$ cat src/sv/iira_pkg.sv
// ---------------------------------------------------------------------------
// iira_pkg
// Shared codes and types for the indexed insert/remove list engine.
// ---------------------------------------------------------------------------
`default_nettype none

package iira_pkg;

	localparam int unsigned OP_W     = 3;
	localparam int unsigned POS_W    = 5;
	localparam int unsigned WORD_W   = 32;
	localparam int unsigned STATUS_W = 2;
	localparam int unsigned COUNT_W  = 5;

	localparam logic [OP_W-1:0] OP_PUSH    = 3'd0;
	localparam logic [OP_W-1:0] OP_POP     = 3'd1;
	localparam logic [OP_W-1:0] OP_INS_AT  = 3'd2;
	localparam logic [OP_W-1:0] OP_REM_AT  = 3'd3;
	localparam logic [OP_W-1:0] OP_INS_MID = 3'd4;
	localparam logic [OP_W-1:0] OP_REM_MID = 3'd5;
	localparam logic [OP_W-1:0] OP_READ_AT = 3'd6;

	localparam logic [STATUS_W-1:0] ST_DONE = 2'd0;
	localparam logic [STATUS_W-1:0] ST_FULL = 2'd1;
	localparam logic [STATUS_W-1:0] ST_BAD  = 2'd2;

	typedef logic signed [WORD_W-1:0] word_t;

	typedef struct packed {
		logic ins;
		logic rem;
	} cmd_t;

endpackage

`default_nettype wire

$ cat src/sv/iira_cell.sv
// ---------------------------------------------------------------------------
// iira_cell
// One list entry: holds, loads the new word, or takes a neighbour's entry.
// ---------------------------------------------------------------------------
`default_nettype none

module iira_cell #(
	parameter int unsigned AW  = 4,
	parameter int unsigned IDX = 0
) (
	input  wire                     clk,
	input  wire iira_pkg::cmd_t     cmd,
	input  wire [AW-1:0]            at,
	input  wire iira_pkg::word_t    new_word,
	input  wire iira_pkg::word_t    left,
	input  wire iira_pkg::word_t    right,
	output iira_pkg::word_t         data
);

	localparam logic [AW-1:0] MY_IDX = AW'(IDX);

	iira_pkg::word_t data_q;

	always_ff @(posedge clk) begin
		if (cmd.ins) begin
			if (at == MY_IDX)
				data_q <= new_word;
			else if (MY_IDX > at)
				data_q <= left;
		end else if (cmd.rem) begin
			if (MY_IDX >= at)
				data_q <= right;
		end
	end

	assign data = data_q;

endmodule

`default_nettype wire

$ cat src/sv/indexed_insert_remove_array_unit.sv
// ---------------------------------------------------------------------------
// indexed_insert_remove_array_unit
// Ordered list of signed words held in a chain of cells, with indexed
// insert and remove.
// ---------------------------------------------------------------------------
// One operation per clock: busy stays low, start is taken every cycle, and
// the result beat appears on done in the cycle after its start, with no way
// to hold it off. Every entry at or beyond the index moves to its neighbour
// in that same cycle, so the index does not change what an insert or remove
// costs. Count wraps in five bits when DEPTH exceeds 31.
`default_nettype none

module indexed_insert_remove_array_unit #(
	parameter int unsigned DEPTH = 16
) (
	input  wire                                  clk,
	input  wire                                  arst_n,
	input  wire                                  start,
	output logic                                 busy,
	input  wire [iira_pkg::OP_W-1:0]             op,
	input  wire [iira_pkg::POS_W-1:0]            position,
	input  wire signed [iira_pkg::WORD_W-1:0]    word,
	output logic                                 done,
	output logic [iira_pkg::STATUS_W-1:0]        status,
	output logic signed [iira_pkg::WORD_W-1:0]   read_word,
	output logic [iira_pkg::COUNT_W-1:0]         count
);

	localparam int unsigned AW = $clog2(DEPTH);
	localparam int unsigned FW = $clog2(DEPTH + 1);
	localparam int unsigned CW = (FW > iira_pkg::POS_W) ? FW : iira_pkg::POS_W;
	localparam logic [CW-1:0] DEPTH_C = CW'(DEPTH);

	logic [FW-1:0]                  fill_q;
	logic [FW-1:0]                  fill_d;
	logic                           done_q;
	logic [iira_pkg::STATUS_W-1:0]  status_q;
	iira_pkg::word_t                read_q;
	logic [iira_pkg::COUNT_W-1:0]   count_q;

	iira_pkg::word_t                cell_data [DEPTH];
	iira_pkg::cmd_t                 cmd;
	logic [AW-1:0]                  at;

	logic [CW-1:0]                  pos_c;
	logic [CW-1:0]                  fill_c;
	logic [CW-1:0]                  mid_c;
	logic [CW-1:0]                  ins_idx;
	logic [CW-1:0]                  rem_idx;
	logic [CW-1:0]                  fill_next_c;
	logic [iira_pkg::STATUS_W-1:0]  status_d;
	iira_pkg::word_t                read_d;
	logic                           is_ins;
	logic                           is_rem;

	assign busy   = 1'b0;
	assign pos_c  = CW'(position);
	assign fill_c = CW'(fill_q);
	assign mid_c  = fill_c >> 1;

	always_comb begin
		is_ins   = 1'b0;
		is_rem   = 1'b0;
		ins_idx  = fill_c;
		rem_idx  = pos_c;
		status_d = iira_pkg::ST_DONE;
		read_d   = '0;
		fill_d   = fill_q;
		cmd      = '0;
		case (op)
			iira_pkg::OP_PUSH: begin
				is_ins  = 1'b1;
				ins_idx = fill_c;
			end
			iira_pkg::OP_INS_AT: begin
				is_ins  = 1'b1;
				ins_idx = pos_c;
			end
			iira_pkg::OP_INS_MID: begin
				is_ins  = 1'b1;
				ins_idx = mid_c;
			end
			iira_pkg::OP_REM_AT: begin
				is_rem  = 1'b1;
				rem_idx = pos_c;
			end
			iira_pkg::OP_REM_MID: begin
				is_rem  = 1'b1;
				rem_idx = mid_c;
			end
			iira_pkg::OP_POP: begin
				if (fill_q == '0)
					status_d = iira_pkg::ST_BAD;
				else
					fill_d = fill_q - FW'(1);
			end
			iira_pkg::OP_READ_AT: begin
				if (pos_c >= fill_c)
					status_d = iira_pkg::ST_BAD;
				else
					read_d = cell_data[pos_c[AW-1:0]];
			end
			default: begin
				status_d = iira_pkg::ST_BAD;
			end
		endcase
		if (is_ins) begin
			if (ins_idx > fill_c) begin
				status_d = iira_pkg::ST_BAD;
			end else if (fill_c == DEPTH_C) begin
				status_d = iira_pkg::ST_FULL;
			end else begin
				cmd.ins = start;
				fill_d  = fill_q + FW'(1);
			end
		end
		if (is_rem) begin
			if (rem_idx >= fill_c) begin
				status_d = iira_pkg::ST_BAD;
			end else begin
				cmd.rem = start;
				fill_d  = fill_q - FW'(1);
			end
		end
		at          = is_ins ? ins_idx[AW-1:0] : rem_idx[AW-1:0];
		fill_next_c = CW'(fill_d);
	end

	for (genvar i = 0; i < DEPTH; i++) begin : g_cell
		iira_pkg::word_t left_w;
		iira_pkg::word_t right_w;

		if (i == 0) begin : g_first
			assign left_w = cell_data[0];
		end else begin : g_mid_l
			assign left_w = cell_data[i-1];
		end
		if (i == DEPTH - 1) begin : g_last
			assign right_w = cell_data[i];
		end else begin : g_mid_r
			assign right_w = cell_data[i+1];
		end

		iira_cell #(
			.AW  (AW),
			.IDX (i)
		) u_cell (
			.clk      (clk),
			.cmd      (cmd),
			.at       (at),
			.new_word (word),
			.left     (left_w),
			.right    (right_w),
			.data     (cell_data[i])
		);
	end

	always_ff @(posedge clk or negedge arst_n) begin
		if (!arst_n) begin
			fill_q <= '0;
			done_q <= 1'b0;
		end else begin
			done_q <= start;
			if (start)
				fill_q <= fill_d;
		end
	end

	always_ff @(posedge clk) begin
		if (start) begin
			status_q <= status_d;
			read_q   <= read_d;
			count_q  <= fill_next_c[iira_pkg::COUNT_W-1:0];
		end
	end

	assign done      = done_q;
	assign status    = status_q;
	assign read_word = read_q;
	assign count     = count_q;

endmodule

`default_nettype wire
$ cat config.mk
export PLATFORM = sky130hd
export DESIGN_NAME = indexed_insert_remove_array_unit
export DESIGN_NICKNAME = d
export VERILOG_FILES = /design/src/sv/iira_pkg.sv /design/src/sv/iira_cell.sv /design/src/sv/indexed_insert_remove_array_unit.sv
export SDC_FILE = /design/constraint.sdc
export NUM_CORES = 1
export LEC_CHECK = 0
export ABC_AREA = 1
export BUFFER_PORTS_ARGS = -buffer_cell sky130_fd_sc_hd__buf_2
export CAP_MARGIN = 20
export CELL_PAD_IN_SITES_DETAIL_PLACEMENT = 0
export CELL_PAD_IN_SITES_GLOBAL_PLACEMENT = 1
export CORE_ASPECT_RATIO = 1.25
export CORE_MARGIN = 1
export CORE_UTILIZATION = 48
export DETAILED_ROUTE_END_ITERATION = 8
export PLACE_DENSITY_LB_ADDON = 0.3
export SETUP_SLACK_MARGIN = 0.4
export SLEW_MARGIN = 15
export SYNTH_ARGS = -nofsm -noshare
export SYNTH_HDL_FRONTEND = slang
export SYNTH_SLANG_ARGS = --single-unit
$ cat constraint.sdc
create_clock -name clk -period 7.9 [get_ports clk]
set_clock_uncertainty 0.1 [all_clocks]
set_input_delay 0 -clock clk [delete_from_list [all_inputs] [get_ports clk]]
set_output_delay 0 -clock clk [all_outputs]
set_load 0.01 [all_outputs]
Word level (Yosys, flattened, before mapping)
Cells that the tools add are included.

Register bits: 557. Logic and storage cells: 240. Input port bits: 43. Output and inout port bits: 41.

$lt $le $gt $ge: 34. Equal/unequal tests: 37. Multiplexer cells: 104. Add/subtract/negate cells: 2. Reduce and logical (&&, ||, !) cells: 40. Bitwise gates (word level): 2.

Operator list (count): two-way mux 32 bit (78); binary-select mux 32 bit (select 4 bit) (1); AND reduction 3 bit (15); != test 3 x 1 -> 1 bit (second input constant) (14); two-way mux 5 bit (8); nonzero test 2 bit (17); == test 4 bit (second input constant) (8); > comparator 4 bit (first input constant) (8); >= comparator 4 bit (first input constant) (7); == test 4 x 3 -> 1 bit (second input constant) (4); >= comparator 3 x 4 -> 1 bit (first input constant) (4); > comparator 3 x 4 -> 1 bit (first input constant) (4); two-way mux 2 bit (7); >= comparator 5 bit (2); one-hot mux 5 bit (2 select lines) (1); == test 3 bit (second input constant) (3); == test 4 x 2 -> 1 bit (second input constant) (2); >= comparator 1 x 4 -> 1 bit (first input constant) (2); >= comparator 2 x 4 -> 1 bit (first input constant) (2); > comparator 2 x 4 -> 1 bit (first input constant) (2); two-way mux 1 bit (7); == test 3 x 2 -> 1 bit (second input constant) (2); one-hot mux 2 bit (3 select lines) (1); adder 5 x 1 -> 5 bit (second input constant) (1); 18 further kinds (19).

Logic depth before layout (Yosys ltp)
Depth after elaboration: 8. Mapped depth: 21.

Modules after synthesis
A second synthesis with hierarchy kept.

Cells, all modules: 5552. Area total of the unflattened synthesis: 39292.7 um^2.

Modules (own cells, without submodules): indexed_insert_remove_array_unit (times used 1, area each 6746.5 um^2, cells an instance 1084, sequential area each 1321.3 um^2); iira_cell at g_cell[4].u_cell ... (times used 2, area each 2026.9 um^2, cells an instance 280, sequential area each 960.9 um^2); iira_cell at g_cell[5].u_cell ... (times used 2, area each 2024.4 um^2, cells an instance 279, sequential area each 960.9 um^2); iira_cell at g_cell[1].u_cell (times used 1, area each 2132.0 um^2, cells an instance 279, sequential area each 960.9 um^2); iira_cell at g_cell[15].u_cell (times used 1, area each 2057.0 um^2, cells an instance 277, sequential area each 960.9 um^2); iira_cell at g_cell[14].u_cell (times used 1, area each 2040.7 um^2, cells an instance 280, sequential area each 960.9 um^2); iira_cell at g_cell[0].u_cell (times used 1, area each 2038.2 um^2, cells an instance 278, sequential area each 960.9 um^2); iira_cell at g_cell[10].u_cell (times used 1, area each 2029.4 um^2, cells an instance 280, sequential area each 960.9 um^2); iira_cell at g_cell[12].u_cell (times used 1, area each 2028.2 um^2, cells an instance 279, sequential area each 960.9 um^2); iira_cell at g_cell[3].u_cell (times used 1, area each 2025.7 um^2, cells an instance 278, sequential area each 960.9 um^2); iira_cell at g_cell[13].u_cell (times used 1, area each 2021.9 um^2, cells an instance 281, sequential area each 960.9 um^2); iira_cell at g_cell[2].u_cell (times used 1, area each 2019.4 um^2, cells an instance 279, sequential area each 960.9 um^2); iira_cell at g_cell[11].u_cell (times used 1, area each 2018.2 um^2, cells an instance 280, sequential area each 960.9 um^2); iira_cell at g_cell[7].u_cell (times used 1, area each 2016.9 um^2, cells an instance 280, sequential area each 960.9 um^2); iira_cell at g_cell[8].u_cell (times used 1, area each 2015.7 um^2, cells an instance 279, sequential area each 960.9 um^2).

Worst setup path before layout
Ideal clock, no wire load.

Path type: flip-flop to flip-flop. Start point: register fill_q[2] (netlist: fill_c[2]). End point: register g_cell[5].u_cell.data_q[0], enable pin. Clock period less this slack: 4874 ps. Setup slack: 3026 ps. Buffers on the path: 1. Data required time: 7339 ps. Library setup time: 461 ps. Cell stages (with the launch flop): 16. Arrival: 4313 ps. Path through: dfrtp_1 > buf_4 > inv_2 > nor2_1 > nor2_1 > inv_1 > ha_1 > nand2_1 > inv_1 > o21ai_1 > nand3_1 > nand2_1 > nand3_2 > a21oi_1 > inv_1 > nor3_1.

Cells in the longest elaborated chain, start to end: 6. Elaborated cells on any way between the ends: 18.

Ends and longest elaborated chain: start: declaration (line indexed_insert_remove_array_unit.sv:34) `logic [FW-1:0] fill_q;`; start signal: assignment (line indexed_insert_remove_array_unit.sv:165) `fill_q <= fill_d;`; one-hot mux 5 bit (2 select lines) (tied with other cells) (line indexed_insert_remove_array_unit.sv:70) `case (op)`; > comparator 5 bit (tied with other cells) (line indexed_insert_remove_array_unit.sv:108) `if (ins_idx > fill_c) begin`; two-way mux 1 bit (on tied branches) (line indexed_insert_remove_array_unit.sv:108, indexed_insert_remove_array_unit.sv:118); two-way mux 1 bit (on tied branches) (line indexed_insert_remove_array_unit.sv:107, indexed_insert_remove_array_unit.sv:117); != test 3 x 1 -> 1 bit (no line) or nonzero test 2 bit (tied branches); AND reduction 3 bit (no line) *; end signal: assignment (line iira_cell.sv:27) `data_q <= new_word;`; end signal: assignment (line iira_cell.sv:29) `data_q <= left;`; end signal: assignment (line iira_cell.sv:32) `data_q <= right;`; end: declaration (line iira_cell.sv:22) `iira_pkg::word_t data_q;`.

Mark *: on every way between the ends. The rest lies on a longest branch, timed or not. A chain may end at the register's enable or synchronous reset.

Worst setup path in the final report
Start point: register fill_q[2] (netlist: fill_c[2]). End point: register g_cell[1].u_cell.data_q[13] (data pin).

Cells in the longest elaborated chain, start to end: 5. Elaborated cells on any way between the ends: 11.

Ends and longest elaborated chain: one-hot mux 5 bit (2 select lines) (tied with other cells) (line indexed_insert_remove_array_unit.sv:70); > comparator 5 bit (tied with other cells) (line indexed_insert_remove_array_unit.sv:108); two-way mux 1 bit or == test 4 x 1 -> 1 bit (tied branches) (line indexed_insert_remove_array_unit.sv:108, iira_cell.sv:26); two-way mux 1 bit or two-way mux 32 bit (tied branches) (line indexed_insert_remove_array_unit.sv:107, iira_cell.sv:26); two-way mux 32 bit * (line iira_cell.sv:25) `if (cmd.ins) begin`; end signal: assignment (line iira_cell.sv:27); end signal: assignment (line iira_cell.sv:29); end signal: assignment (line iira_cell.sv:32); end: declaration (line iira_cell.sv:22).

Marks and branches as above.

==> results.md <==
- Outcome: complete, no violations
- Mapped Nets: 4869
- Final hold violation count: 0
- Detailed-route wire length: 132 mm
- Endpoints failing setup: 0
- Root Buffer: clkbuf_16
- Reg2Reg Depth: 17
- Minimum clock period: 4.56 ns
- H-tree Lvls: 3
- Dpl hpwl: 72.8 mm
- #FFs+latches synth: 557
- Synthesized area: 35100 µm²
- WP data arrival: 4.84 ns
- Final nets: 4774
- Share of Yosys cell area claimed by the top area cell type: 47.2%
- First-pass GRT wire length: 199 mm
- Initial Util: 48.6%
- GP Congestion: 0.873
- Via-to-Cell Ratio: 5.84
- Compound-Gate Fraction of Synth Area: 10.7%
- Switching pwr: 4.46 mW
- Clock Latency Late Sink: 0.63 ns
- Power share of the clock group: 27.1%
- TritonCTS buffer count: 66
- RSZ-0062 raised after global routing: false
- Post-Synth Simple-Gate Area: 30.9%
- Syn Inst Count: 4809
- Register area share after synthesis: 47.6%
- Total of max-cap violations: 0
- Input/output buffers: 82
- Relative slew slack: 5.60%
- GRT overflow: 0
- Syn Area/Cell: 7.29 µm²
- Die height: 304 µm
- Initial antenna violation count: 0
- Iter 0 DRT Violations: 4466
- Post-CTS sizing: 0
- Startpoint Class: register
- # diodes: 0
- Reg clk slew, reported paths: 0.07 ns
- Unique masters post-synth: 36
- Slew Viols, Final: 0
- Final instance area: 38300 µm²
- CTS tree: done
- Die width: 244 µm
- Number of synthesis warnings: 0
- Routed vias: 33400
- DRC: 0
- Hold Crit Class: primary input to register
- CP endpoint kind: register
- Via count of the first global-routing pass: 31500
- Layout cells sized above 1: 6.36%
- Max FO, Critical Path: 241
- Crit Path Class: register to register
- Power Dens Cells: 298 nW/µm²
- Critical path required time: 8.18 ns
- Final WS setup: 3.34 ns
- Setup Buffers After CTS: 0
- Setup TNS Final: 0 ns
- Xor/xnor share of the synthesized area: 0.0750%
- CTS Buffer Depth: 3
- P_int: 6.97 mW
- Mux cell area share after synthesis: 0%
- WHS Path Cells: 5
- Std-Cell Rows: 110
- Dominant cells by area after synthesis: edfxtp_1, nand2_1, nand3_1, inv_1, o21ai_0
- Largest net degree at the start of global routing: 242
- All-Layer GR Usage: 35.4%
- Peak Freq: 0.219 GHz
- Setup WS pre-CTS: 3.40 ns
- Post-synth top area cell: edfxtp_1
- LEAKAGE: 17.8 nW
- Peak VDD IR: 0.219 mV
- Sink Count: 557
- Die area: 74100 µm²
- Detail Route Antenna Nets: 0
- Sw frac: 39.0%
- Area post-placement: 35800 µm²
- Actual slew at the worst max-slew pin: 1.42 ns
- Drt pass-1 iters: 6
- Comb pwr share: 33.7%
- Reg power frac: 39.2%
- Post-synthesis adder-cell area fraction: 0.607%
- Core ar.: 72100 µm²
- Area grow syn2layout: 9.18%
- Routed WL per cell: 23.1 µm
- Largest family of logic cells by synthesized area: simple AND/OR/NAND/NOR gates
- Crit share post-route: 57.7%
- Ports: 84
[sequential cells by signal, summed over array words and instances (netlist names)]
name and flops:
count 5, g_cell.u_cell.data 512, done 1, read_word 32, fill_c 5, status 2
[cells in the mapped netlist (all sizes together)]
| cell type | number |
|---|---|
| or2 | 1 |
| conb | 1 |
| nand4 | 11 |
| edfxtp | 551 |
| o21a | 1 |
| a21oi | 297 |
| buf | 195 |
| nand3 | 551 |
| nor2 | 103 |
| nand2 | 1962 |
| o211ai | 2 |
| o22ai | 2 |
| ha | 17 |
| dfrtp | 6 |
| nor3 | 2 |
| xor2 | 1 |
| o21ai | 396 |
| xnor2 | 2 |
| clkbuf | 151 |
| inv | 516 |
| a21boi | 2 |
| and2 | 3 |
| o31ai | 33 |
| clkinv | 3 |
[through the flow]
step	power (mW)	cells	hold slack, ns	utilization [%]
floorplan	6.99	4809	-0.396	-
global placement	8.22	5561	-0.269	49.6
detailed placement	8.27	5561	-0.268	49.6
CTS	11.3	5718	0.00880	53.1
global route	12.0	5718	0.0504	53.1
finish	11.4	5718	0.0182	53.1
[power by group through the flow]
stage	Sequential, mW	Clock (mW)	Combinational [mW]
after floorplan	4.42	0	2.57
after global placement	4.52	0	3.69
after detailed placement	4.52	0	3.75
after CTS	4.47	3.10	3.77
after global routing	4.53	3.22	4.22
final	4.48	3.10	3.85
[layer usage]
metal  part of all wire, %  up-vias  GRT usage (%)
li1                      -    15400              -
met1                    39    15800           47.2
met2                    46     1838           56.2
met3                    11      360           6.38
met4                   4.6        0           15.6
met5                     0        -              0
[cell type report]
class	instances	area, µm²
multi-input combinational	3387	15000
fill	7248	33800
sequential	557	16700
tap	952	1190
timing repair buffer	183	1340
clock inverter	31	221
clock buffer	89	1890
inverter	519	1970
[path summary, 6_finish.rpt]
path	start	end	slack [ns]
max	fill_c[2]	g_cell[1].u_cell.data[13]	3.34
min	op[0]	status[1]	0.02
max reg2reg	fill_c[2]	g_cell[1].u_cell.data[13]	3.34
min reg2reg	g_cell[9].u_cell.data[20]	g_cell[8].u_cell.data[20]	0.44
max in group asynchronous	arst_n	done	7.27
min in group asynchronous	arst_n	fill_c[3]	0.20
[worst max-delay path, cell delays in order (launching register included)]
cell,delay (ns)
dfrtp_1,0.50
inv_2,0.21
nor2_1,0.07
nor2_1,0.13
inv_1,0.06
ha_1,0.30
nand2_1,0.07
inv_1,0.04
o21ai_1,0.11
nand3_1,0.08
nand2_1,0.22
nand3_2,0.24
nor2_4,0.17
buf_12,0.44
inv_8,0.37
buf_12,0.38
nand2_1,0.29
nand2_1,0.08
[cells by family (layout without fill, tap and decap cells)]
family	Yosys count	after routing
compound gates	733	733
xor+xnor	3	3
fa+ha+maj	17	17
buf+inv	865	822
flops	557	557
other cells	1	1
simple gates	2633	2633
[layout by cell type (no fill, tap or decap), types with 5 or more instances in the layout]
cell type	netlist	final
edfxtp_1	551	551
ha_1	17	17
buf_12	0	5
nand2_1	1944	1940
clkbuf_16	0	73
clkinv_2	0	9
nor2_4	10	24
clkinv_1	3	19
buf_4	23	59
inv_2	7	8
nand2_4	9	9
dfrtp_1	6	6
buf_2	140	80
a21oi_1	297	294
dlygate4sd3_1	0	37
o21ai_0	355	355
o21ai_1	41	41
nor2_1	84	76
inv_1	508	503
nand4_1	11	11
nand3_1	549	549
nand2_2	9	13
o31ai_1	33	33
clkbuf_1	151	16
[timing repair]
action	CTS	global route
hold buffers	37	0
hold endpoints to repair	393	0
endpoints found under the setup margin	0	0
No activity file was read; power rests on OpenSTA's default activity.
